[config.mk]
export PLATFORM = sky130hd
export DESIGN_NAME = ci64_fifo
export DESIGN_NICKNAME = d
export VERILOG_FILES = /design/src/sv/ci64_fifo.sv
export SDC_FILE = /design/constraint.sdc
export NUM_CORES = 1
export LEC_CHECK = 0
export BUFFER_PORTS_ARGS = -buffer_cell sky130_fd_sc_hd__buf_2
export CAP_MARGIN = 10
export CORE_MARGIN = 2
export CORE_UTILIZATION = 45
export CTS_BUF_LIST = sky130_fd_sc_hd__clkbuf_4 sky130_fd_sc_hd__clkbuf_8
export CTS_CLUSTER_SIZE = 30
export DETAILED_ROUTE_END_ITERATION = 10
export HOLD_SLACK_MARGIN = 0.1
export PLACE_DENSITY = 0.7
export SLEW_MARGIN = 20
export SYNTH_ARGS = -nofsm -noshare
export SYNTH_HDL_FRONTEND = slang
export SYNTH_SLANG_ARGS = --single-unit
export TNS_END_PERCENT = 10
[constraint.sdc]
create_clock -name clk_i -period 2.9 [get_ports clk_i]
set_input_delay 0.435 -clock clk_i [delete_from_list [all_inputs] [get_ports clk_i]]
set_output_delay 0.435 -clock clk_i [all_outputs]
set_load 0.02 [all_outputs]
[src/sv/ci64_fifo.sv]
// small synchronous queue of packed beats, register array with wrapping pointers
// depends on nothing
`timescale 1ns / 1ps

module ci64_fifo #(
  parameter int unsigned Depth = 2,
  parameter int unsigned Width = 8
) (
  input  logic             clk_i,
  input  logic             rst_ni,
  input  logic             wr_valid_i,
  output logic             wr_ready_o,
  input  logic [Width-1:0] wr_data_i,
  output logic             rd_valid_o,
  input  logic             rd_ready_i,
  output logic [Width-1:0] rd_data_o
);

  localparam int unsigned PtrW = (Depth > 1) ? $clog2(Depth) : 1;
  localparam int unsigned CntW = $clog2(Depth + 1);

  logic [Width-1:0] mem_q [Depth];
  logic [PtrW-1:0]  wr_ptr_q, rd_ptr_q;
  logic [CntW-1:0]  cnt_q;
  logic             do_wr, do_rd;

  assign wr_ready_o = (cnt_q != CntW'(Depth));
  assign rd_valid_o = (cnt_q != '0);
  assign rd_data_o  = mem_q[rd_ptr_q];
  assign do_wr      = wr_valid_i && wr_ready_o;
  assign do_rd      = rd_valid_o && rd_ready_i;

  // storage
  always_ff @(posedge clk_i) begin
    if (do_wr) mem_q[wr_ptr_q] <= wr_data_i;
  end

  // pointers and fill count
  always_ff @(posedge clk_i or negedge rst_ni) begin
    if (!rst_ni) begin
      wr_ptr_q <= '0;
      rd_ptr_q <= '0;
      cnt_q    <= '0;
    end else begin
      if (do_wr) wr_ptr_q <= (wr_ptr_q == PtrW'(Depth - 1)) ? '0 : wr_ptr_q + PtrW'(1);
      if (do_rd) rd_ptr_q <= (rd_ptr_q == PtrW'(Depth - 1)) ? '0 : rd_ptr_q + PtrW'(1);
      if (do_wr && !do_rd) cnt_q <= cnt_q + CntW'(1);
      else if (do_rd && !do_wr) cnt_q <= cnt_q - CntW'(1);
    end
  end

endmodule

## After elaboration in Yosys (flattened, before gate mapping)

Memories as Yosys holds them, arrays and structs flattened.
Cells that the tools add are included.

- Memories: 1
- Output and inout bits: 10
- Register bits: 4
- Bits in writable memories: 16
- Logic and storage cells: 23
- Input bits: 12

Memories:

| memory | depth | width | rd ports | clocked after memory_dff | wr ports | line | RTL |
|---|---|---|---|---|---|---|---|
| mem_q | 2 | 8 | 1 | 0 | 1 | 22 | `logic [Width-1:0] mem_q [Depth];` |

- Eq/ne operators: 1
- Mux-type cells: 6
- Add/subtract/negate cells: 4
- Reductions and logical operators: 8

Operators by type and width:

| operator | number |
|---|---|
| logical AND 1 bit | 4 |
| two-way mux 1 bit | 4 |
| two-way mux 2 bit | 2 |
| nonzero test 2 bit | 2 |
| adder 1 bit, second input constant | 2 |
| adder 2 x 1 -> 2 bit, second input constant | 1 |
| logical NOT 1 bit | 2 |
| != test 2 bit, second input constant | 1 |
| subtractor 2 x 1 -> 2 bit, second input constant | 1 |

## Depth between registers and ports, before layout

- Depth after elaboration: 6
- Mapped depth: 7
- Mapped depth without buffers: 7

## Worst setup path after synthesis

OpenSTA, ideal clock, no wires.

- Path kind: register to register
- Start: register cnt_q[0]
- End: memory mem_q[0][0] (enable)
- Arrival time: 1.045 ns
- Data required time: 2.530 ns
- Clock period less this slack: 1.415 ns
- Path slack: 1.485 ns
- Path buffers: 0
- Stages on the path, launching flop included: 4
- Setup time: 0.370 ns
- Cells stage by stage: dfrtp_1 -> nand2b_4 -> nand2_1 -> nor2_1

- Cells in the longest elaborated chain, start to end: 4

RTL lines:

| what | line | RTL |
|---|---|---|
| start, declared | 24 | `logic [CntW-1:0] cnt_q;` |
| start signal, assigned | 47 | `if (do_wr && !do_rd) cnt_q <= cnt_q + CntW'(1);` |
| start signal, assigned | 48 | `else if (do_rd && !do_wr) cnt_q <= cnt_q - CntW'(1);` |
| != test 2 bit | 27 | `assign wr_ready_o = (cnt_q != CntW'(Depth));` |
| named net wr_ready_o | 12 | `output logic wr_ready_o,` |
| logical AND 1 bit | 30 | `assign do_wr = wr_valid_i && wr_ready_o;` |
| two-way mux 1 bit | 35 | `if (do_wr) mem_q[wr_ptr_q] <= wr_data_i;` |
| two-way mux 1 bit (not written as such) | 35 |  |
| end, declared | 22 |  |

The timed path passes the listed nets, and every way through them passes these cells.

## Final worst setup path

- Start: register rd_ptr_q
- End: output port rd_data_o[3]

- Cells in the longest elaborated chain, start to end: 1

RTL lines:

| what | line | RTL |
|---|---|---|
| start, declared | 23 | `logic [PtrW-1:0] wr_ptr_q, rd_ptr_q;` |
| start signal, assigned | 46 | `if (do_rd) rd_ptr_q <= (rd_ptr_q == PtrW'(Depth - 1)) ? '0 : rd_ptr_q + PtrW'(1);` |
| memory read (2 x 8 bit) | -- |  |
| end, declared | 16 | `output logic [Width-1:0] rd_data_o` |

Every way passes these cells.

==> results.toml <==
[cts]
cts_tree = "done"
clk_path_buf_depth = 2
root_buffer = "clkbuf_4"
cts.clk_slew.worst_paths_ps = 110
htreeDepth = 1
cts_buffers = 3
clock_latency_ps = 290
cts_num_sinks = 20

[synthesis]
ys_seq_area_frac = 0.738
synth-seq-cells = 20
syn_area_sq_um = 787
yosys_warnings = 0
syn_inst = 43
syn_nets = 56
ys_types = 14
avgSynthCellArea_sq_um = 18.3

[layout]
fill_cells = 144
antenna-diode-count = 0
final_net_count = 82
area_growth_syn_to_layout_pct = 20.5
drive_gt1_frac = 0.529
fin_util = 0.561

[flow_run]
maxCapViolations = 0

[place]
gp_congestion = 0.651
port-buffer-count = 21
dpl.hpwl_um = 840

[routing]
drc = 0
vias = 420
drtIter0Drc = 3
wl_mm = 1.10
detail-route-antenna-nets = 0
drtPass1Iterations = 2
routedWlPerCell_um = 12.9
via_per_inst = 4.94

[sta]
period_minus_slack_ps = 1850
setup_viol = 0
slew_headroom = 0.568
clock.fmax_mhz = 542
final-max-slew-violation-count = 0
fin_tns_setup_ps = 0
period_share = 0.637
finalHoldViolations = 0
rsz0062_at_grt = "false"
fin_worst_skew_ps = 6.38
worst_slew_pin_slew_ps = 646

[worst_setup_path]
endpoint = "rd_data_o[3]"
startpoint = "rd_ptr_q$_DFFE_PN0P_"
crit_type = "flop to output port"
r2r-start = "cnt_q[0]$_DFFE_PN0P_"
r2r_setup_slack_ps = 1370
worstReg2RegEnd = "mem_q[0][1]$_DFFE_PP_"
worstRegToRegCells = 3
critPathLaunchType = "flop"
crit_required_ps = 2470
path_max_fanout = 9
cp_data_arrival_time_ps = 1410
worst_setup_path_end_kind = "output port"

[grt]
grt_overflow = 0
grt_first_pass_wirelength_mm = 1.81
grt_usage = 0.127
first_global_vias = 442
antenna_found_initial = 0
grt_max_degree = 12

[floorplanning]
fp.dieW_um = 45.8
num_rows = 15
initial_utilization = 0.466
die-area_sq_um = 2100
coreArea_sq_um = 1690
num_io_pins = 22
fp.dieH_um = 45.8

[status]
status = "finished clean"

[power]
peakVddDrop_v = 0.000515
powerDensity_nw_per_um2 = 1020
leakage_uw = 0.000391

[hold_path]
min_path_type = "primary input to flop"
[worst max-delay path, cell delays in order, from the launching register on]
cell	delay, ps
dfrtp_1	590
mux2_2	380
buf_2	160
[Yosys cell counts]
cell | number | area share
edfxtp_1 | 16 | 0.61
mux2_2 | 8 | 0.11
dfrtp_1 | 4 | 0.13
xnor2_1 | 3 | 0.033
nor2_1 | 2 | 0.0095
xor2_1 | 2 | 0.022
and3_1 | 1 | 0.0080
buf_2 | 1 | 0.0064
ha_1 | 1 | 0.016
inv_1 | 1 | 0.0048
nand2_1 | 1 | 0.0048
nand2_4 | 1 | 0.014
nand2b_4 | 1 | 0.017
or2_4 | 1 | 0.011
[per-layer routing]
layer | vias up | share of wire | GRT usage | routed length [um]
li1 | 205 | - | - | -
met2 | 4 | 0.57 | 0.214 | 630
met3 | 2 | 0.025 | 0.0437 | 27
met4 | 0 | 0.011 | 0.0857 | 12
met5 | - | 0 | 0 | 0
met1 | 209 | 0.39 | 0.131 | 429
[registers in the layout, indices dropped and copies added (netlist names)]
| register | cells |
|---|---|
| mem_q | 16 |
| wr_ptr_q | 1 |
| cnt_q | 2 |
| rd_ptr_q | 1 |
[metrics by stage]
step	power [uW]	hold WS (ps)	instances	worst slack [ps]	instance area, sq um
floorplan	737	139	43	1480	787
detailed placement	838	247	80	1330	908
CTS	976	322	85	1020	948
global placement	831	248	80	1360	908
finish	963	327	85	1050	948
global route	1020	304	85	980	948
[logic make-up after synthesis]
group,share of synthesized area
flip-flops,0.738
multiplexers,0.114
AND/OR/NAND/NOR,0.0652
XOR/XNOR,0.0557
buffers and inverters,0.0111
adder cells (fa/ha/maj),0.0159
[cell usage in the layout, fill, tap and decap left out, drive strengths merged]
| cell type | instances |
|---|---|
| dfrtp | 4 |
| dlygate4sd3 | 1 |
| xnor2 | 3 |
| or2 | 1 |
| nand2 | 2 |
| buf | 21 |
| edfxtp | 16 |
| and3 | 1 |
| inv | 1 |
| mux2 | 8 |
| ha | 1 |
| nand2b | 1 |
| nor2 | 2 |
| xor2 | 2 |
| clkbuf | 4 |
[timing repair]
| action | 4_1_cts | 5_1_grt |
|---|---|---|
| buffers inserted | 0 | 0 |
| hold endpoints to repair | 4 | 0 |
| hold buffers | 1 | 0 |
| gates resized for setup | 0 | 0 |
[layout make-up]
class | instances | area (sq um) | share of cell area
well taps | 17 | 21.3 | 0.0224
clock buffers | 4 | 30.0 | 0.0317
flip-flops and latches | 20 | 581 | 0.612
multi-input cells | 21 | 198 | 0.208
inverters | 1 | 3.75 | 0.00396
repair buffers | 22 | 115 | 0.121
[power breakdown]
group,switching [uW],leakage [uW],total [uW],internal [uW]
combinational,192,0.000177,362,170
sequential,60.2,0.000195,462,401
clock,76.9,0.0000184,140,62.7
total,329,0.000391,963,634
[how the worst min path moves through the flow]
stage,startpoint,to,depth (start not counted)
after floorplan,rst_ni,cnt_q[0]$_DFFE_PN0P_,0
after global placement,rst_ni,wr_ptr_q$_DFFE_PN0N_,1
after detailed placement,rst_ni,wr_ptr_q$_DFFE_PN0N_,1
after CTS,wr_data_i[4],mem_q[0][4]$_DFFE_PP_,1
after global routing,wr_data_i[4],mem_q[0][4]$_DFFE_PP_,1
final,wr_data_i[4],mem_q[0][4]$_DFFE_PP_,1
No activity file was read; power rests on OpenSTA's default activity.
