## src/sv/ci64_pkg.sv

```systemverilog
// types, operation codes and the fast-class result function of the checked 64-bit alu
// used by every module of the block but ci64_fifo; depends on nothing
`timescale 1ns / 1ps

package ci64_pkg;

  localparam int unsigned REQ_DEPTH = 4;
  localparam int unsigned RSP_DEPTH = 2;

  localparam logic [63:0] MIN_S64   = 64'h8000_0000_0000_0000;
  localparam logic [63:0] MINUS_ONE = 64'hFFFF_FFFF_FFFF_FFFF;
  localparam logic [63:0] PLUS_ONE  = 64'd1;

  localparam logic [1:0] ST_OK   = 2'd0;
  localparam logic [1:0] ST_OVF  = 2'd1;
  localparam logic [1:0] ST_DIV0 = 2'd2;

  typedef enum logic [4:0] {
    OP_ADD    = 5'd0,
    OP_SUB    = 5'd1,
    OP_MUL    = 5'd2,
    OP_DIV    = 5'd3,
    OP_MOD    = 5'd4,
    OP_DIVMOD = 5'd5,
    OP_CMP    = 5'd6,
    OP_AND    = 5'd7,
    OP_OR     = 5'd8,
    OP_XOR    = 5'd9,
    OP_NOT    = 5'd10,
    OP_SHL    = 5'd11,
    OP_SHR    = 5'd12,
    OP_NEG    = 5'd13,
    OP_ABS    = 5'd14,
    OP_ZERO   = 5'd15,
    OP_POS    = 5'd16,
    OP_NEGT   = 5'd17,
    OP_EVEN   = 5'd18,
    OP_ODD    = 5'd19
  } op_e;

  typedef enum logic [1:0] {
    CLS_FAST = 2'd0,
    CLS_MUL  = 2'd1,
    CLS_DIV  = 2'd2
  } cls_e;

  typedef struct packed {
    logic        [4:0]  req_type;
    logic signed [63:0] operand_a;
    logic signed [63:0] operand_b;
    logic        [5:0]  shift_amount;
  } ci64_req_t;

  typedef struct packed {
    logic signed [63:0] value_out;
    logic signed [63:0] remainder_out;
    logic        [1:0]  status;
  } ci64_rsp_t;

  // classified request as it waits between front and back
  typedef struct packed {
    ci64_req_t   req;
    cls_e        cls;
    logic        neg_a;
    logic        neg_b;
    logic [63:0] mag_a;
    logic [63:0] mag_b;
  } ci64_entry_t;

  // result of every operation of the fast class, division errors included
  function automatic ci64_rsp_t fast_result(ci64_entry_t e);
    ci64_rsp_t   r;
    logic [63:0] a;
    logic [63:0] b;
    logic [63:0] s;
    logic [63:0] t;
    r = '0;
    a = e.req.operand_a;
    b = e.req.operand_b;
    s = '0;
    t = '0;
    case (op_e'(e.req.req_type))
      OP_ADD: begin
        s = a + b;
        t = (a ^ s) & (b ^ s);
        if (t[63]) r.status = ST_OVF;
        else r.value_out = s;
      end
      OP_SUB: begin
        s = a - b;
        t = (a ^ b) & (a ^ s);
        if (t[63]) r.status = ST_OVF;
        else r.value_out = s;
      end
      OP_DIV, OP_MOD, OP_DIVMOD: begin
        if (b == '0) r.status = ST_DIV0;
        else if (op_e'(e.req.req_type) != OP_MOD && a == MIN_S64 && b == MINUS_ONE)
          r.status = ST_OVF;
      end
      OP_CMP: begin
        if ((a ^ MIN_S64) < (b ^ MIN_S64)) r.value_out = MINUS_ONE;
        else if ((b ^ MIN_S64) < (a ^ MIN_S64)) r.value_out = PLUS_ONE;
      end
      OP_AND: r.value_out = a & b;
      OP_OR:  r.value_out = a | b;
      OP_XOR: r.value_out = a ^ b;
      OP_NOT: r.value_out = ~a;
      OP_SHL: r.value_out = a << e.req.shift_amount;
      OP_SHR: r.value_out = $signed(a) >>> e.req.shift_amount;
      OP_NEG: begin
        if (a == MIN_S64) r.status = ST_OVF;
        else r.value_out = ~a + PLUS_ONE;
      end
      OP_ABS: begin
        if (a == MIN_S64) r.status = ST_OVF;
        else r.value_out = e.mag_a;
      end
      OP_ZERO: r.value_out = {63'd0, a == '0};
      OP_POS:  r.value_out = {63'd0, !a[63] && a != '0};
      OP_NEGT: r.value_out = {63'd0, a[63]};
      OP_EVEN: r.value_out = {63'd0, !a[0]};
      OP_ODD:  r.value_out = {63'd0, a[0]};
      default: r = '0;
    endcase
    return r;
  endfunction

endpackage

```

## src/sv/ci64_fifo.sv

```systemverilog
// small synchronous queue of packed beats, register array with wrapping pointers
// depends on nothing
`timescale 1ns / 1ps

module ci64_fifo #(
  parameter int unsigned Depth = 2,
  parameter int unsigned Width = 8
) (
  input  logic             clk_i,
  input  logic             rst_ni,
  input  logic             wr_valid_i,
  output logic             wr_ready_o,
  input  logic [Width-1:0] wr_data_i,
  output logic             rd_valid_o,
  input  logic             rd_ready_i,
  output logic [Width-1:0] rd_data_o
);

  localparam int unsigned PtrW = (Depth > 1) ? $clog2(Depth) : 1;
  localparam int unsigned CntW = $clog2(Depth + 1);

  logic [Width-1:0] mem_q [Depth];
  logic [PtrW-1:0]  wr_ptr_q, rd_ptr_q;
  logic [CntW-1:0]  cnt_q;
  logic             do_wr, do_rd;

  assign wr_ready_o = (cnt_q != CntW'(Depth));
  assign rd_valid_o = (cnt_q != '0);
  assign rd_data_o  = mem_q[rd_ptr_q];
  assign do_wr      = wr_valid_i && wr_ready_o;
  assign do_rd      = rd_valid_o && rd_ready_i;

  // storage
  always_ff @(posedge clk_i) begin
    if (do_wr) mem_q[wr_ptr_q] <= wr_data_i;
  end

  // pointers and fill count
  always_ff @(posedge clk_i or negedge rst_ni) begin
    if (!rst_ni) begin
      wr_ptr_q <= '0;
      rd_ptr_q <= '0;
      cnt_q    <= '0;
    end else begin
      if (do_wr) wr_ptr_q <= (wr_ptr_q == PtrW'(Depth - 1)) ? '0 : wr_ptr_q + PtrW'(1);
      if (do_rd) rd_ptr_q <= (rd_ptr_q == PtrW'(Depth - 1)) ? '0 : rd_ptr_q + PtrW'(1);
      if (do_wr && !do_rd) cnt_q <= cnt_q + CntW'(1);
      else if (do_rd && !do_wr) cnt_q <= cnt_q - CntW'(1);
    end
  end

endmodule

```

## src/sv/ci64_front.sv

```systemverilog
// front end: classifies each request, takes operand magnitudes, queues it for the back end
// depends on ci64_pkg and ci64_fifo
`timescale 1ns / 1ps

module ci64_front
  import ci64_pkg::*;
#(
  parameter int unsigned Depth = REQ_DEPTH
) (
  input  logic        clk_i,
  input  logic        rst_ni,
  input  logic        push,
  output logic        full,
  input  ci64_req_t   req_i,
  output logic        issue_valid_o,
  input  logic        issue_take_i,
  output ci64_entry_t issue_o
);

  ci64_entry_t ent;
  logic        wr_ready;
  logic        div_err;
  op_e         op;

  // classify and precompute magnitudes
  always_comb begin
    op      = op_e'(req_i.req_type);
    div_err = (req_i.operand_b == '0) ||
              (op != OP_MOD && req_i.operand_a == MIN_S64 && req_i.operand_b == MINUS_ONE);
    ent.req   = req_i;
    ent.neg_a = req_i.operand_a[63];
    ent.neg_b = req_i.operand_b[63];
    ent.mag_a = req_i.operand_a[63] ? ~req_i.operand_a + PLUS_ONE : req_i.operand_a;
    ent.mag_b = req_i.operand_b[63] ? ~req_i.operand_b + PLUS_ONE : req_i.operand_b;
    case (op)
      OP_MUL:                    ent.cls = CLS_MUL;
      OP_DIV, OP_MOD, OP_DIVMOD: ent.cls = div_err ? CLS_FAST : CLS_DIV;
      default:                   ent.cls = CLS_FAST;
    endcase
  end

  assign full = !wr_ready;

  // queue between front and back
  ci64_fifo #(
    .Depth (Depth),
    .Width ($bits(ci64_entry_t))
  ) u_queue (
    .clk_i      (clk_i),
    .rst_ni     (rst_ni),
    .wr_valid_i (push),
    .wr_ready_o (wr_ready),
    .wr_data_i  (ent),
    .rd_valid_o (issue_valid_o),
    .rd_ready_i (issue_take_i),
    .rd_data_o  (issue_o)
  );

endmodule

```

## config.mk

```make
export PLATFORM = sky130hd
export DESIGN_NAME = ci64_front
export DESIGN_NICKNAME = d
export VERILOG_FILES = /design/src/sv/ci64_pkg.sv /design/src/sv/ci64_fifo.sv /design/src/sv/ci64_front.sv
export SDC_FILE = /design/constraint.sdc
export NUM_CORES = 1
export LEC_CHECK = 0
export BUFFER_PORTS_ARGS = -buffer_cell sky130_fd_sc_hd__buf_4
export CAP_MARGIN = 5
export CORE_MARGIN = 2
export CORE_UTILIZATION = 55
export CTS_CLUSTER_DIAMETER = 150
export DETAILED_ROUTE_END_ITERATION = 8
export PLACE_DENSITY = 0.84
export SETUP_SLACK_MARGIN = 0.05
export SYNTH_ARGS = -nofsm -noshare
export SYNTH_HDL_FRONTEND = slang
export SYNTH_HIERARCHICAL = 1
export SYNTH_SLANG_ARGS = --single-unit
```

## constraint.sdc

```tcl
create_clock -name clk_i -period 13.9 [get_ports clk_i]
set_clock_uncertainty 0.05 [all_clocks]
set_input_delay 2.085 -clock clk_i [delete_from_list [all_inputs] [get_ports clk_i]]
set_output_delay 2.085 -clock clk_i [all_outputs]
set_load 0.005 [all_outputs]
```

**Word level (Yosys, flattened, before mapping)**

Memory sizes are Yosys's and may differ from the RTL's.
Index checks and enable logic that the tools add are counted.

- Flip-flop bits (word level): 7
- Memories: 1
- RAM bits: 1,084
- Logic and storage cells: 46
- Output and inout port bits: 273
- Input port bits: 143

- $add $sub $neg: 6
- Bitwise gates (word level): 2
- Multiplexer cells: 10
- Eq/ne operators: 10
- Reduce and logical (&&, ||, !) cells: 14

Memory list:

| memory | depth | bits a word | rd ports | clocked after memory_dff | wr ports | RTL line | RTL |
|---|---|---|---|---|---|---|---|
| u_queue.mem_q | 4 | 271 | 1 | 0 | 1 | ci64_fifo.sv:22 | `logic [Width-1:0] mem_q [Depth];` |

Operators by type and width:

| cell | count |
|---|---|
| $add A64 B1 Y64 const B | 2 |
| $eq A64 B64 Y1 const B | 2 |
| $mux W64 | 2 |
| $not A64 Y64 | 2 |
| $logic_not A64 Y1 | 1 |
| $eq A5 B2 Y1 const B | 2 |
| $eq A5 B3 Y1 const B | 2 |
| $logic_and A1 B1 Y1 | 6 |
| $mux W2 | 3 |
| $mux W3 | 2 |
| $ne A5 B3 Y1 const B | 1 |
| $add A2 B1 Y2 const B | 2 |
| $eq A2 B2 Y1 const B | 2 |
| $pmux W2 S2 | 1 |
| $add A3 B1 Y3 const B | 1 |
| $logic_not A1 Y1 | 3 |
| $ne A3 B3 Y1 const B | 1 |
| $reduce_bool A3 Y1 | 1 |
| $reduce_or A3 Y1 | 1 |
| $sub A3 B1 Y3 const B | 1 |
| $mux W1 | 2 |
| $reduce_bool A2 Y1 | 1 |
| $logic_or A1 B1 Y1 | 1 |

**Longest topological paths before layout**

Gate-level depths: netlist of the first run.

- Depth in word-level cells: 6
- Mapped depth: 8
- Depth with buffers taken out: 8

**Hierarchy**

Netlist of the first run, hierarchy kept.

By module, submodules not included:

| module | seq. area each (µm²) | times used | area an instance (µm²) | cells each |
|---|---|---|---|---|
| ci64_fifo | 32,726.4 | 1 | 39,569.2 | 1,452 |
| ci64_front | 0.0 | 1 | 3,200.6 | 454 |

**Worst setup path after synthesis of the first run**

No wires, ideal clock.

- Path type: input port to flip-flop
- Start point: in push
- End point: mem u_queue/mem_q[3][0] (netlist bit), enable pin
- Arrival: 5.308 ns
- Path buffers: 0
- Required time: 13.336 ns
- Stages on the path: 1
- Setup time: 0.514 ns
- Path slack: 8.028 ns
- Cell sequence: and3_2

- Cells in the longest elaborated chain, start to end: 3

RTL lines:

| what | RTL line | RTL |
|---|---|---|
| start: declaration | ci64_front.sv:12 | `input logic push,` |
| $logic_and A1 B1 Y1 | ci64_fifo.sv:30 | `assign do_wr = wr_valid_i && wr_ready_o;` |
| $mux W1 | ci64_fifo.sv:35 | `if (do_wr) mem_q[wr_ptr_q] <= wr_data_i;` |
| $mux W1 (not written as such) | ci64_fifo.sv:35 |  |
| end: declaration | ci64_fifo.sv:22 |  |

No other way between the ends.

==> out/qor_table.md, run 1 <==
| Result | Value | Unit |
|---|---|---|
| Run status | complete, no violations | - |
| Pre-CTS WS | 8.07 | ns |
| Routed Wire Length | 100000 | um |
| Type of the setup path with the least slack | reg2out | - |
| Cts-stage hold buffer count | 0 | - |
| Number of DRC violations after detailed-routing iteration 0 | 2632 | - |
| # nets final | 2524 | - |
| Sequential-to-total area share from yosys stat | 0.765 | - |
| Most used cells in the layout excluding fill and tap cells | sky130_fd_sc_hd__edfxtp_1 (1084), sky130_fd_sc_hd__buf_4 (440), sky130_fd_sc_hd__mux4_2 (271), sky130_fd_sc_hd__xnor2_1 (123), sky130_fd_sc_hd__clkbuf_16 (107) | - |
| Post-CTS Setup Bufs | 0 | - |
| Net switching component of the power | 3.02 | mW |
| Total CTS buffers | 106 | - |
| Total vias in the final route | 21700 | - |
| Clk buf depth | 3 | - |
| Most common cell after layout, fill and taps aside | sky130_fd_sc_hd__edfxtp_1 | - |
| Total grt overflow | 0 | - |
| Worst-Margin Slew | 1.26 | ns |
| Most used cell along the critical path | sky130_fd_sc_hd__buf_4 | - |
| Internal cell power | 7.57 | mW |
| CTS tree | yes | - |
| Clock tree sinks | 1091 | - |
| Setup Viol. Count Final | 0 | - |
| Warnings from Yosys | 6 | - |
| Core area | 77200 | um^2 |
| Clock Latency Late Sink | 0.66 | ns |
| # fillers | 4781 | - |
| Number of global-route vias before repair | 22700 | - |
| First-pass GRT wire length | 146000 | um |
| Critical R2R Launch | u_queue/cnt_q[2] | - |
| Post-Place Cell Area | 46900 | um^2 |
| Utilization after layout | 0.651 | - |
| Critical Path Max Stage Delay | 1.26 | ns |
| Initial antenna violation count | 1 | - |
| DRC violation count after routing | 0 | - |
| Synth Cell Area | 42800 | um^2 |
| Crit path cell chain | buf_4 -> buf_4 -> mux4_2 -> buf_4 | - |
| Arrival time at the worst endpoint | 4.43 | ns |
| Largest fanout on the critical path | 74 | - |
| Most common flop cell mapped by yosys | sky130_fd_sc_hd__edfxtp_1 | - |
| Syn Area/Cell | 22.4 | um^2 |
| Root buffer cell | sky130_fd_sc_hd__clkbuf_16 | - |
| Maximum clock rate | 152 | MHz |
| Wire length per cell | 28.7 | um |
| Class of the most critical hold timing path | reg2reg | - |
| Distinct cell type count of the synthesized netlist | 49 | - |
| Syn_nets | 2059 | - |
| Worst Hold Launch | u_queue/cnt_q[2] | - |
| Crit path max-delay cell type | sky130_fd_sc_hd__dfrtp_4 | - |
| Number of rows created at floorplan | 102 | - |
| Fraction of power consumed by combinational cells | 0.299 | - |
| Max-slew violation count | 0 | - |
| Power per cell area | 210 | nW/um^2 |
| Asr flop ratio synth | 0.00642 | - |
| Maximum number of pins on one net before global-route repair | 143 | - |
| Area occupied by multi-input gates | 9470 | um^2 |
| Setup repair after global routing missed its margin | false | - |
| Post-route worst hold slack | 0.433 | ns |
| Footprint of the flip-flops and latches | 32700 | um^2 |
| Final sum of negative setup slack | 0 | ns |
| Weighted congestion at the end of routability-driven global placement | 0.783 | - |
| Worst Setup Slack, final | 7.34 | ns |
| Clk pin slew, worst setup/hold paths | 0.06 | ns |
| Total track usage | 0.249 | - |
| Share of the clock period used by the worst path | 0.472 | - |
| Die width | 283 | um |
| Power share of the clock group | 0.266 | - |
| Gate count after technology mapping | 1906 | - |
| Area added between synthesis and finish | 17.6 | % |
| Die ar. | 80000 | um^2 |
| Endpoint kind of the worst setup timing path | primary output | - |
| Synthesized flop and latch total | 1091 | - |
| Required time of the worst setup path | 11.77 | ns |
| Count of H-tree levels built during CTS | 3 | - |
| Post-route cell area | 50300 | um^2 |
| Fraction of layout instances using a drive strength above 1 | 0.368 | - |
| IR drop worst, VDD | 0.000167 | V |
| Switching share of total power | 0.285 | - |
| Number of iterations in the first detailed-routing pass | 5 | - |
| Crit path max-delay family | buffers and inverters | - |
| Via-per-instance ratio | 6.22 | - |
| DP HPWL | 60300 | um |
| Min Clock Period, post-route | 6.56 | ns |
| Worst path buffer plus inverter count | 3 | - |
| Max transition margin | 0.158 | - |
| Number of diodes added for antenna fixing | 0 | - |
| Number of top-level pins | 416 | - |
| Port buffer count | 415 | - |
| Leakage power of the design | 16.3 | nW |
| Sequential Power Share | 0.435 | - |
| Y dimension of the die | 283 | um |
| Starting utilization of the core area | 0.554 | - |
| Max-cap violations | 0 | - |
| Residual antenna-violating net count after detailed routing | 0 | - |
| CTS resizes | 0 | - |
| Count of final hold-check violations | 0 | - |
| Launching element type of the critical path | flop | - |
| Launch point of the critical path | u_queue/rd_ptr_q[1] | - |
| Number of enable flip-flop cells after synthesis | 1084 | - |
==> registers in the layout (all words and copies together) (netlist names) <==
name              flops
u_queue/rd_ptr_q      2
u_queue/cnt_q         3
u_queue/wr_ptr_q      2
u_queue/mem_q      1084
==> final cells by class <==
cell class | instances | share of cell area
Clock buffer | 124 | 0.0545
Clock inverter | 69 | 0.0138
Inverter | 9 | 0.000672
Multi-Input combinational cell | 722 | 0.188
Sequential cell | 1091 | 0.651
Tap cell | 1040 | 0.0259
Timing Repair Buffer | 441 | 0.0661
==> per-layer routing <==
| metal | track usage | wire (um) | share of wire |
|---|---|---|---|
| met3 | 0.0552 | 10000 | 0.10 |
| met4 | 0.0901 | 3260 | 0.032 |
| met1 | 0.321 | 35500 | 0.35 |
| met5 | 0 | 14 | 0.00014 |
| met2 | 0.421 | 51500 | 0.51 |
==> cell usage after synthesis (2+ instances only) <==
library cell / count / area (um^2)
sky130_fd_sc_hd__and3_2: 4 / 30.0
sky130_fd_sc_hd__buf_1: 11 / 41.3
sky130_fd_sc_hd__buf_2: 16 / 80.1
sky130_fd_sc_hd__buf_6: 30 / 338
sky130_fd_sc_hd__clkbuf_1: 27 / 101
sky130_fd_sc_hd__dfrtp_1: 7 / 175
sky130_fd_sc_hd__edfxtp_1: 1084 / 32600
sky130_fd_sc_hd__ha_1: 9 / 113
sky130_fd_sc_hd__inv_1: 9 / 33.8
sky130_fd_sc_hd__mux2_2: 3 / 33.8
sky130_fd_sc_hd__mux2_4: 2 / 30.0
sky130_fd_sc_hd__mux4_2: 271 / 6100
sky130_fd_sc_hd__nand2_1: 33 / 124
sky130_fd_sc_hd__nand2b_1: 5 / 31.3
sky130_fd_sc_hd__nand3_1: 14 / 70.1
sky130_fd_sc_hd__nand4_1: 22 / 138
sky130_fd_sc_hd__nor2_1: 18 / 67.6
sky130_fd_sc_hd__nor3_1: 11 / 55.1
sky130_fd_sc_hd__nor4_1: 18 / 113
sky130_fd_sc_hd__nor4_2: 3 / 37.5
sky130_fd_sc_hd__nor4_4: 3 / 63.8
sky130_fd_sc_hd__o21ai_0: 33 / 165
sky130_fd_sc_hd__o31ai_1: 34 / 255
sky130_fd_sc_hd__o41ai_1: 34 / 298
sky130_fd_sc_hd__o41ai_2: 2 / 32.5
sky130_fd_sc_hd__or2_0: 2 / 12.5
sky130_fd_sc_hd__or2_2: 7 / 43.8
sky130_fd_sc_hd__or3_1: 17 / 106
sky130_fd_sc_hd__or3_2: 2 / 15.0
sky130_fd_sc_hd__or3b_2: 2 / 17.5
sky130_fd_sc_hd__or4_1: 29 / 218
sky130_fd_sc_hd__or4_4: 4 / 45.0
sky130_fd_sc_hd__xnor2_1: 123 / 1080
sky130_fd_sc_hd__xor2_1: 2 / 17.5
==> logic make-up (layout without fill, tap and decap cells) <==
logic type	Yosys count	count (layout)	share of synthesized area
AOI/OAI and AO/OA	106	106	0.0180
buffers and inverters	93	643	0.0139
muxes	276	276	0.144
adders and majority gates	10	10	0.00310
and+or+nand+nor	205	205	0.0301
DFF	1091	1091	0.765
xor gates and xnor gates	125	125	0.0256
==> worst register-to-register path, cell delays in order (launching register included) <==
cell and delay [ns]:
sky130_fd_sc_hd__dfrtp_1 0.39, sky130_fd_sc_hd__or3b_4 0.28, sky130_fd_sc_hd__and3_4 0.61, sky130_fd_sc_hd__buf_4 0.89, sky130_fd_sc_hd__buf_4 0.97
==> final timing paths <==
kind                                   endpoint  slack [ns]  depth (start not counted)
max                                 issue_o[52]        7.34                          4
min reg2reg                    u_queue/cnt_q[2]        0.43                          1
min                            u_queue/cnt_q[2]        0.43                          1
max reg2reg                u_queue/mem_q[3][74]       10.24                          4
min in group asynchronous      u_queue/cnt_q[2]        1.18                          1
max in group asynchronous   u_queue/rd_ptr_q[1]       12.48                          1
==> stage by stage <==
stage	power, mW	cells
6_report	10.6	3496
2_1_floorplan	6.40	1906
3_5_place_dp	7.86	3303
3_3_place_gp	7.77	3303
5_1_grt	11.0	3496
4_1_cts	10.7	3496
==> power groups by stage <==
| stage | clock, mW | combinational, mW | sequential, mW |
|---|---|---|---|
| finish | 2.81 | 3.17 | 4.60 |
| global route | 2.97 | 3.36 | 4.65 |
| CTS | 2.85 | 3.23 | 4.61 |
| detailed placement | 0 | 3.19 | 4.66 |
| global placement | 0 | 3.15 | 4.61 |
| floorplan | 0 | 1.79 | 4.61 |
No activity file was read; power rests on OpenSTA's default activity.
==> inputs of run 2 (changes only) <==
--- a/config.mk
+++ b/config.mk
@@ -5,13 +5,14 @@
 export SDC_FILE = /design/constraint.sdc
 export NUM_CORES = 1
 export LEC_CHECK = 0
+export ABC_AREA = 1
 export BUFFER_PORTS_ARGS = -buffer_cell sky130_fd_sc_hd__buf_4
 export CAP_MARGIN = 5
 export CORE_MARGIN = 2
-export CORE_UTILIZATION = 55
+export CORE_UTILIZATION = 54
 export CTS_CLUSTER_DIAMETER = 150
 export DETAILED_ROUTE_END_ITERATION = 8
-export PLACE_DENSITY = 0.84
+export PLACE_DENSITY = 0.85
 export SETUP_SLACK_MARGIN = 0.05
 export SYNTH_ARGS = -nofsm -noshare
 export SYNTH_HDL_FRONTEND = slang
==> constraint.sdc (replaced) <==
create_clock -name clk_i -period 5.7 [get_ports clk_i]
set_clock_uncertainty 0.05 [all_clocks]
set_input_delay 0.855 -clock clk_i [delete_from_list [all_inputs] [get_ports clk_i]]
set_output_delay 0.855 -clock clk_i [all_outputs]
set_load 0.005 [all_outputs]
==> run 2 against run 1 <==
Flip-flop and latch count did not move. Global-route usage rose by 1.3 points. Combinational power rose to 3.1 times the previous value. Critical path depth rose by 1. Cell count rose by 69%. Worst setup slack got worse by 5.8 ns. Sequential power rose by 140%. Wire length rose by 23%. Clock-buffer cell count rose by 9. Utilization fell by 2.6 points. Via count rose by 51%. Critical path type unchanged. Critical endpoint is now issue_o[106]. Largest power group unchanged.
==> out/qor_table.md, run 2 <==
| Result | Value | Unit | vs previous |
|---|---|---|---|
| Core area | 89900 | um^2 | +16% |
| Total CTS buffers | 106 | - | unchanged |
| Mux contribution to synthesized area | 0 | - | -0.144 |
| Share of the clock period used by the worst path | 0.731 | - |  |
| Post-CTS Setup Bufs | 0 | - | unchanged |
| Clock Latency Late Sink | 0.68 | ns | +0.02 ns |
| Setup Viol. Count Final | 0 | - | unchanged |
| Most used cells in the layout excluding fill and tap cells | sky130_fd_sc_hd__nand2_1 (1219), sky130_fd_sc_hd__edfxtp_1 (1084), sky130_fd_sc_hd__inv_1 (674), sky130_fd_sc_hd__buf_4 (435), sky130_fd_sc_hd__o211ai_1 (415) | - |  |
| Clk pin slew, worst setup/hold paths | 0.06 | ns | about the same |
| Number of flip-flops in the largest register | 1084 | - | unchanged |
| Top post-synthesis cells by area | sky130_fd_sc_hd__edfxtp_1 (66%), sky130_fd_sc_hd__nand2_1 (9.3%), sky130_fd_sc_hd__o211ai_1 (6.4%) | - |  |
| Weighted congestion at the end of routability-driven global placement | 0.951 | - | +21% |
| Crit path max-delay family | buffers and inverters | - |  |
| Max transition margin | 0.258 | - | +0.0999 |
| DRC violation count after routing | 0 | - | unchanged |
| Min Clock Period, post-route | 4.17 | ns |  |
| Die ar. | 93100 | um^2 | +16% |
| Class of the most critical hold timing path | in2reg | - |  |
| Combinational family with the most area after synthesis | simple AND/OR/NAND/NOR gates | - |  |
| Maximum number of pins on one net before global-route repair | 163 | - | +14% |
| Largest fanout on the critical path | 54 | - | -27% |
| Max-cap violations | 0 | - | unchanged |
| First-pass GRT wire length | 187000 | um | +28% |
| Run status | complete, no violations | - |  |
| Number of standard cells in the layout, taps in and fillers out | 5921 | - | +69% |
| Most used cell along the critical path | sky130_fd_sc_hd__buf_4 | - |  |
| Post-Synth Adder-Cell Area | 0.00271 | - | -0.000392 |
| Setup repair after global routing missed its margin | false | - |  |
| # nets final | 4806 | - | +90% |
| Syn Area/Cell | 11.4 | um^2 | -49% |
| Y dimension of the die | 305 | um | +7.9% |
| Residual antenna-violating net count after detailed routing | 0 | - | unchanged |
| Number of global-route vias before repair | 32000 | - | +41% |
| Synthesized flop and latch total | 1091 | - | unchanged |
| Synthesized-area fraction occupied by and/or/nand/nor cells | 0.136 | - | +0.105 |
| Sequential-to-total area share from yosys stat | 0.668 | - | -0.0967 |
| Area added between synthesis and finish | 14.8 | % |  |
| CTS tree | yes | - |  |
| Count of H-tree levels built during CTS | 3 | - | unchanged |
| Required time of the worst setup path | 4.80 | ns | -6.97 ns |
| Most numerous cell types in the synthesized netlist | sky130_fd_sc_hd__nand2_1 (1219), sky130_fd_sc_hd__edfxtp_1 (1084), sky130_fd_sc_hd__inv_1 (674) | - |  |
| Largest registers | u_queue/mem_q x1084, u_queue/cnt_q x3 | - |  |
| Root buffer cell | sky130_fd_sc_hd__clkbuf_16 | - |  |
| Number of DRC violations after detailed-routing iteration 0 | 3544 | - | +35% |
| Starting utilization of the core area | 0.545 | - | -0.00919 |
| Most common cell after layout, fill and taps aside | sky130_fd_sc_hd__nand2_1 | - |  |
| Asr flop ratio synth | 0.00642 | - | unchanged |
| Number of enable flip-flop cells after synthesis | 1084 | - | unchanged |
| Most common flop cell mapped by yosys | sky130_fd_sc_hd__edfxtp_1 | - |  |
| Total vias in the final route | 32900 | - | +51% |
| Crit path max-delay cell type | sky130_fd_sc_hd__buf_4 | - |  |
| Gate count after technology mapping | 4285 | - | +120% |
| Pre-CTS WS | 2.31 | ns | -5.76 ns |
| Fraction of layout instances using a drive strength above 1 | 0.165 | - | -0.203 |
| Number of rows created at floorplan | 110 | - | +7.8% |
| Max-slew violation count | 0 | - | unchanged |
| Wire length per cell | 20.9 | um | -27% |
| Syn_nets | 4438 | - | +120% |
| IR drop worst, VDD | 0.000416 | V | +150% |
| Area fraction of the dominant cell type after synthesis | 0.665 | - | -0.0962 |
| Via-per-instance ratio | 5.55 | - | -11% |
| Compound-gate portion of the synthesized area | 0.103 | - | +0.0852 |
| Routed Wire Length | 124000 | um | +23% |
| Number of top-level pins | 416 | - | unchanged |
| Power per cell area | 492 | nW/um^2 | +130% |
| Count of final hold-check violations | 0 | - | unchanged |
| Worst Setup Slack, final | 1.53 | ns | -5.80 ns |
| Die width | 305 | um | +7.9% |
| Synth Cell Area | 49000 | um^2 | +14% |
| Parity-gate share of the synthesized area counting xor and xnor cells | 0.0120 | - | -0.0136 |
| Launching element type of the critical path | flop | - |  |
| Most area-hungry cell type in the Yosys netlist | sky130_fd_sc_hd__edfxtp_1 | - |  |
| Clk buf depth | 3 | - | unchanged |
| Worst path buffer plus inverter count | 3 | - | unchanged |
| Cell with the most instances after synthesis | sky130_fd_sc_hd__nand2_1 | - |  |
| DP HPWL | 79700 | um | +32% |
| Maximum clock rate | 240 | MHz |  |
| Type of the setup path with the least slack | reg2out | - |  |
| Number of iterations in the first detailed-routing pass | 6 | - | +1 |
| Arrival time at the worst endpoint | 3.26 | ns | -1.17 ns |
| Critical Path Max Stage Delay | 0.69 | ns | -0.57 ns |
| DP Cell Count | 5720 | - | +73% |
| Initial antenna violation count | 5 | - | +4 |
| Port buffer count | 415 | - | unchanged |
| Leakage power of the design | 22.3 | nW | +37% |
| Crit path cell chain | buf_4 -> buf_4 -> o211ai_1 -> nand2_1 -> buf_4 | - |  |
| Distinct cell type count of the synthesized netlist | 43 | - | -12% |
| Endpoint kind of the worst setup timing path | primary output | - |  |
| Warnings from Yosys | 6 | - | unchanged |
| Worst-Margin Slew | 1.11 | ns | -0.150 ns |
| Total track usage | 0.262 | - | +0.0127 |
| Total grt overflow | 0 | - | unchanged |
| Clock tree sinks | 1091 | - | unchanged |
| Top reg by flops | u_queue/mem_q | - |  |
[run 2: cell count changes after synthesis, sizes merged, moves of 105 or more]
| cell | before | now |
|---|---|---|
| mux4 | 271 | 0 |
| nand3 | 15 | 120 |
| xnor2 | 123 | 12 |
| nand2 | 34 | 1229 |
| nor2 | 18 | 243 |
| inv | 9 | 676 |
| buf | 57 | 162 |
| o211ai | 0 | 544 |
[run 2: final cells by class]
| cell class | count | area, um^2 |
|---|---|---|
| Multi-Input combinational cell | 2321 | 12400 |
| Fill cell | 6469 | 33700 |
| Timing Repair Buffer | 455 | 3660 |
| Tap cell | 1176 | 1470 |
| Antenna cell | 2 | 5.00 |
| Inverter | 678 | 2550 |
| Clock inverter | 65 | 576 |
| Clock buffer | 133 | 2780 |
| Sequential cell | 1091 | 32700 |
[run 2: cell families (layout without fill, tap and decap cells)]
family	count (synthesis)	in the layout
adder cells (fa/ha/maj)	10	10
flip-flops	1091	1091
AND/OR/NAND/NOR	1654	1654
buffers and inverters	873	1331
AO/OA/AOI/OAI	591	591
other	0	2
XOR/XNOR	66	66
[run 2: report_power, final]
part           internal, mW  total [mW]  switching (mW)
registers              10.6        11.1           0.496
logic                  3.67        9.77            6.10
clock network          3.82        6.77            2.95
[run 2: repair_timing]
item	CTS	global route
endpoints found under the hold margin	7	0
setup endpoints to repair	0	0
resized for setup	0	0
hold buffers	1	0
[run 2: stage by stage]
stage	TNS (ns)	utilization	instance area [um^2]	power, mW	hold slack (ns)
final	0	0.625	56200	27.6	0.316
after CTS	0	0.625	56200	27.7	0.277
after global routing	0	0.625	56200	28.9	0.294
after floorplan	-3172.63	-	49000	17.1	0.413
after detailed placement	0	0.588	52800	21.0	0.444
after global placement	0	0.588	52800	20.7	0.431
[run 2: worst paths after layout]
check | slack, ns | cells after the start | to | startpoint
hold / removal | 0.32 | 1 | u_queue/mem_q[1][134] | req_i[2]
hold reg to reg | 0.46 | 2 | u_queue/cnt_q[2] | u_queue/cnt_q[2]
setup reg to reg | 2.77 | 5 | u_queue/mem_q[0][112] | u_queue/cnt_q[0]
min in group asynchronous | 0.50 | 2 | u_queue/wr_ptr_q[1] | rst_ni
max in group asynchronous | 4.97 | 2 | u_queue/rd_ptr_q[0] | rst_ni
setup / recovery | 1.53 | 5 | issue_o[106] | u_queue/rd_ptr_q[1]
[run 2: layer usage]
layer / global-route usage / vias up / wire length (um)
met3: 0.0516 / 248 / 10900
met4: 0.102 / 6 / 4430
met5: 0 / - / 46
met2: 0.450 / 1607 / 62100
li1: - / 15400 / -
met1: 0.327 / 15700 / 46200
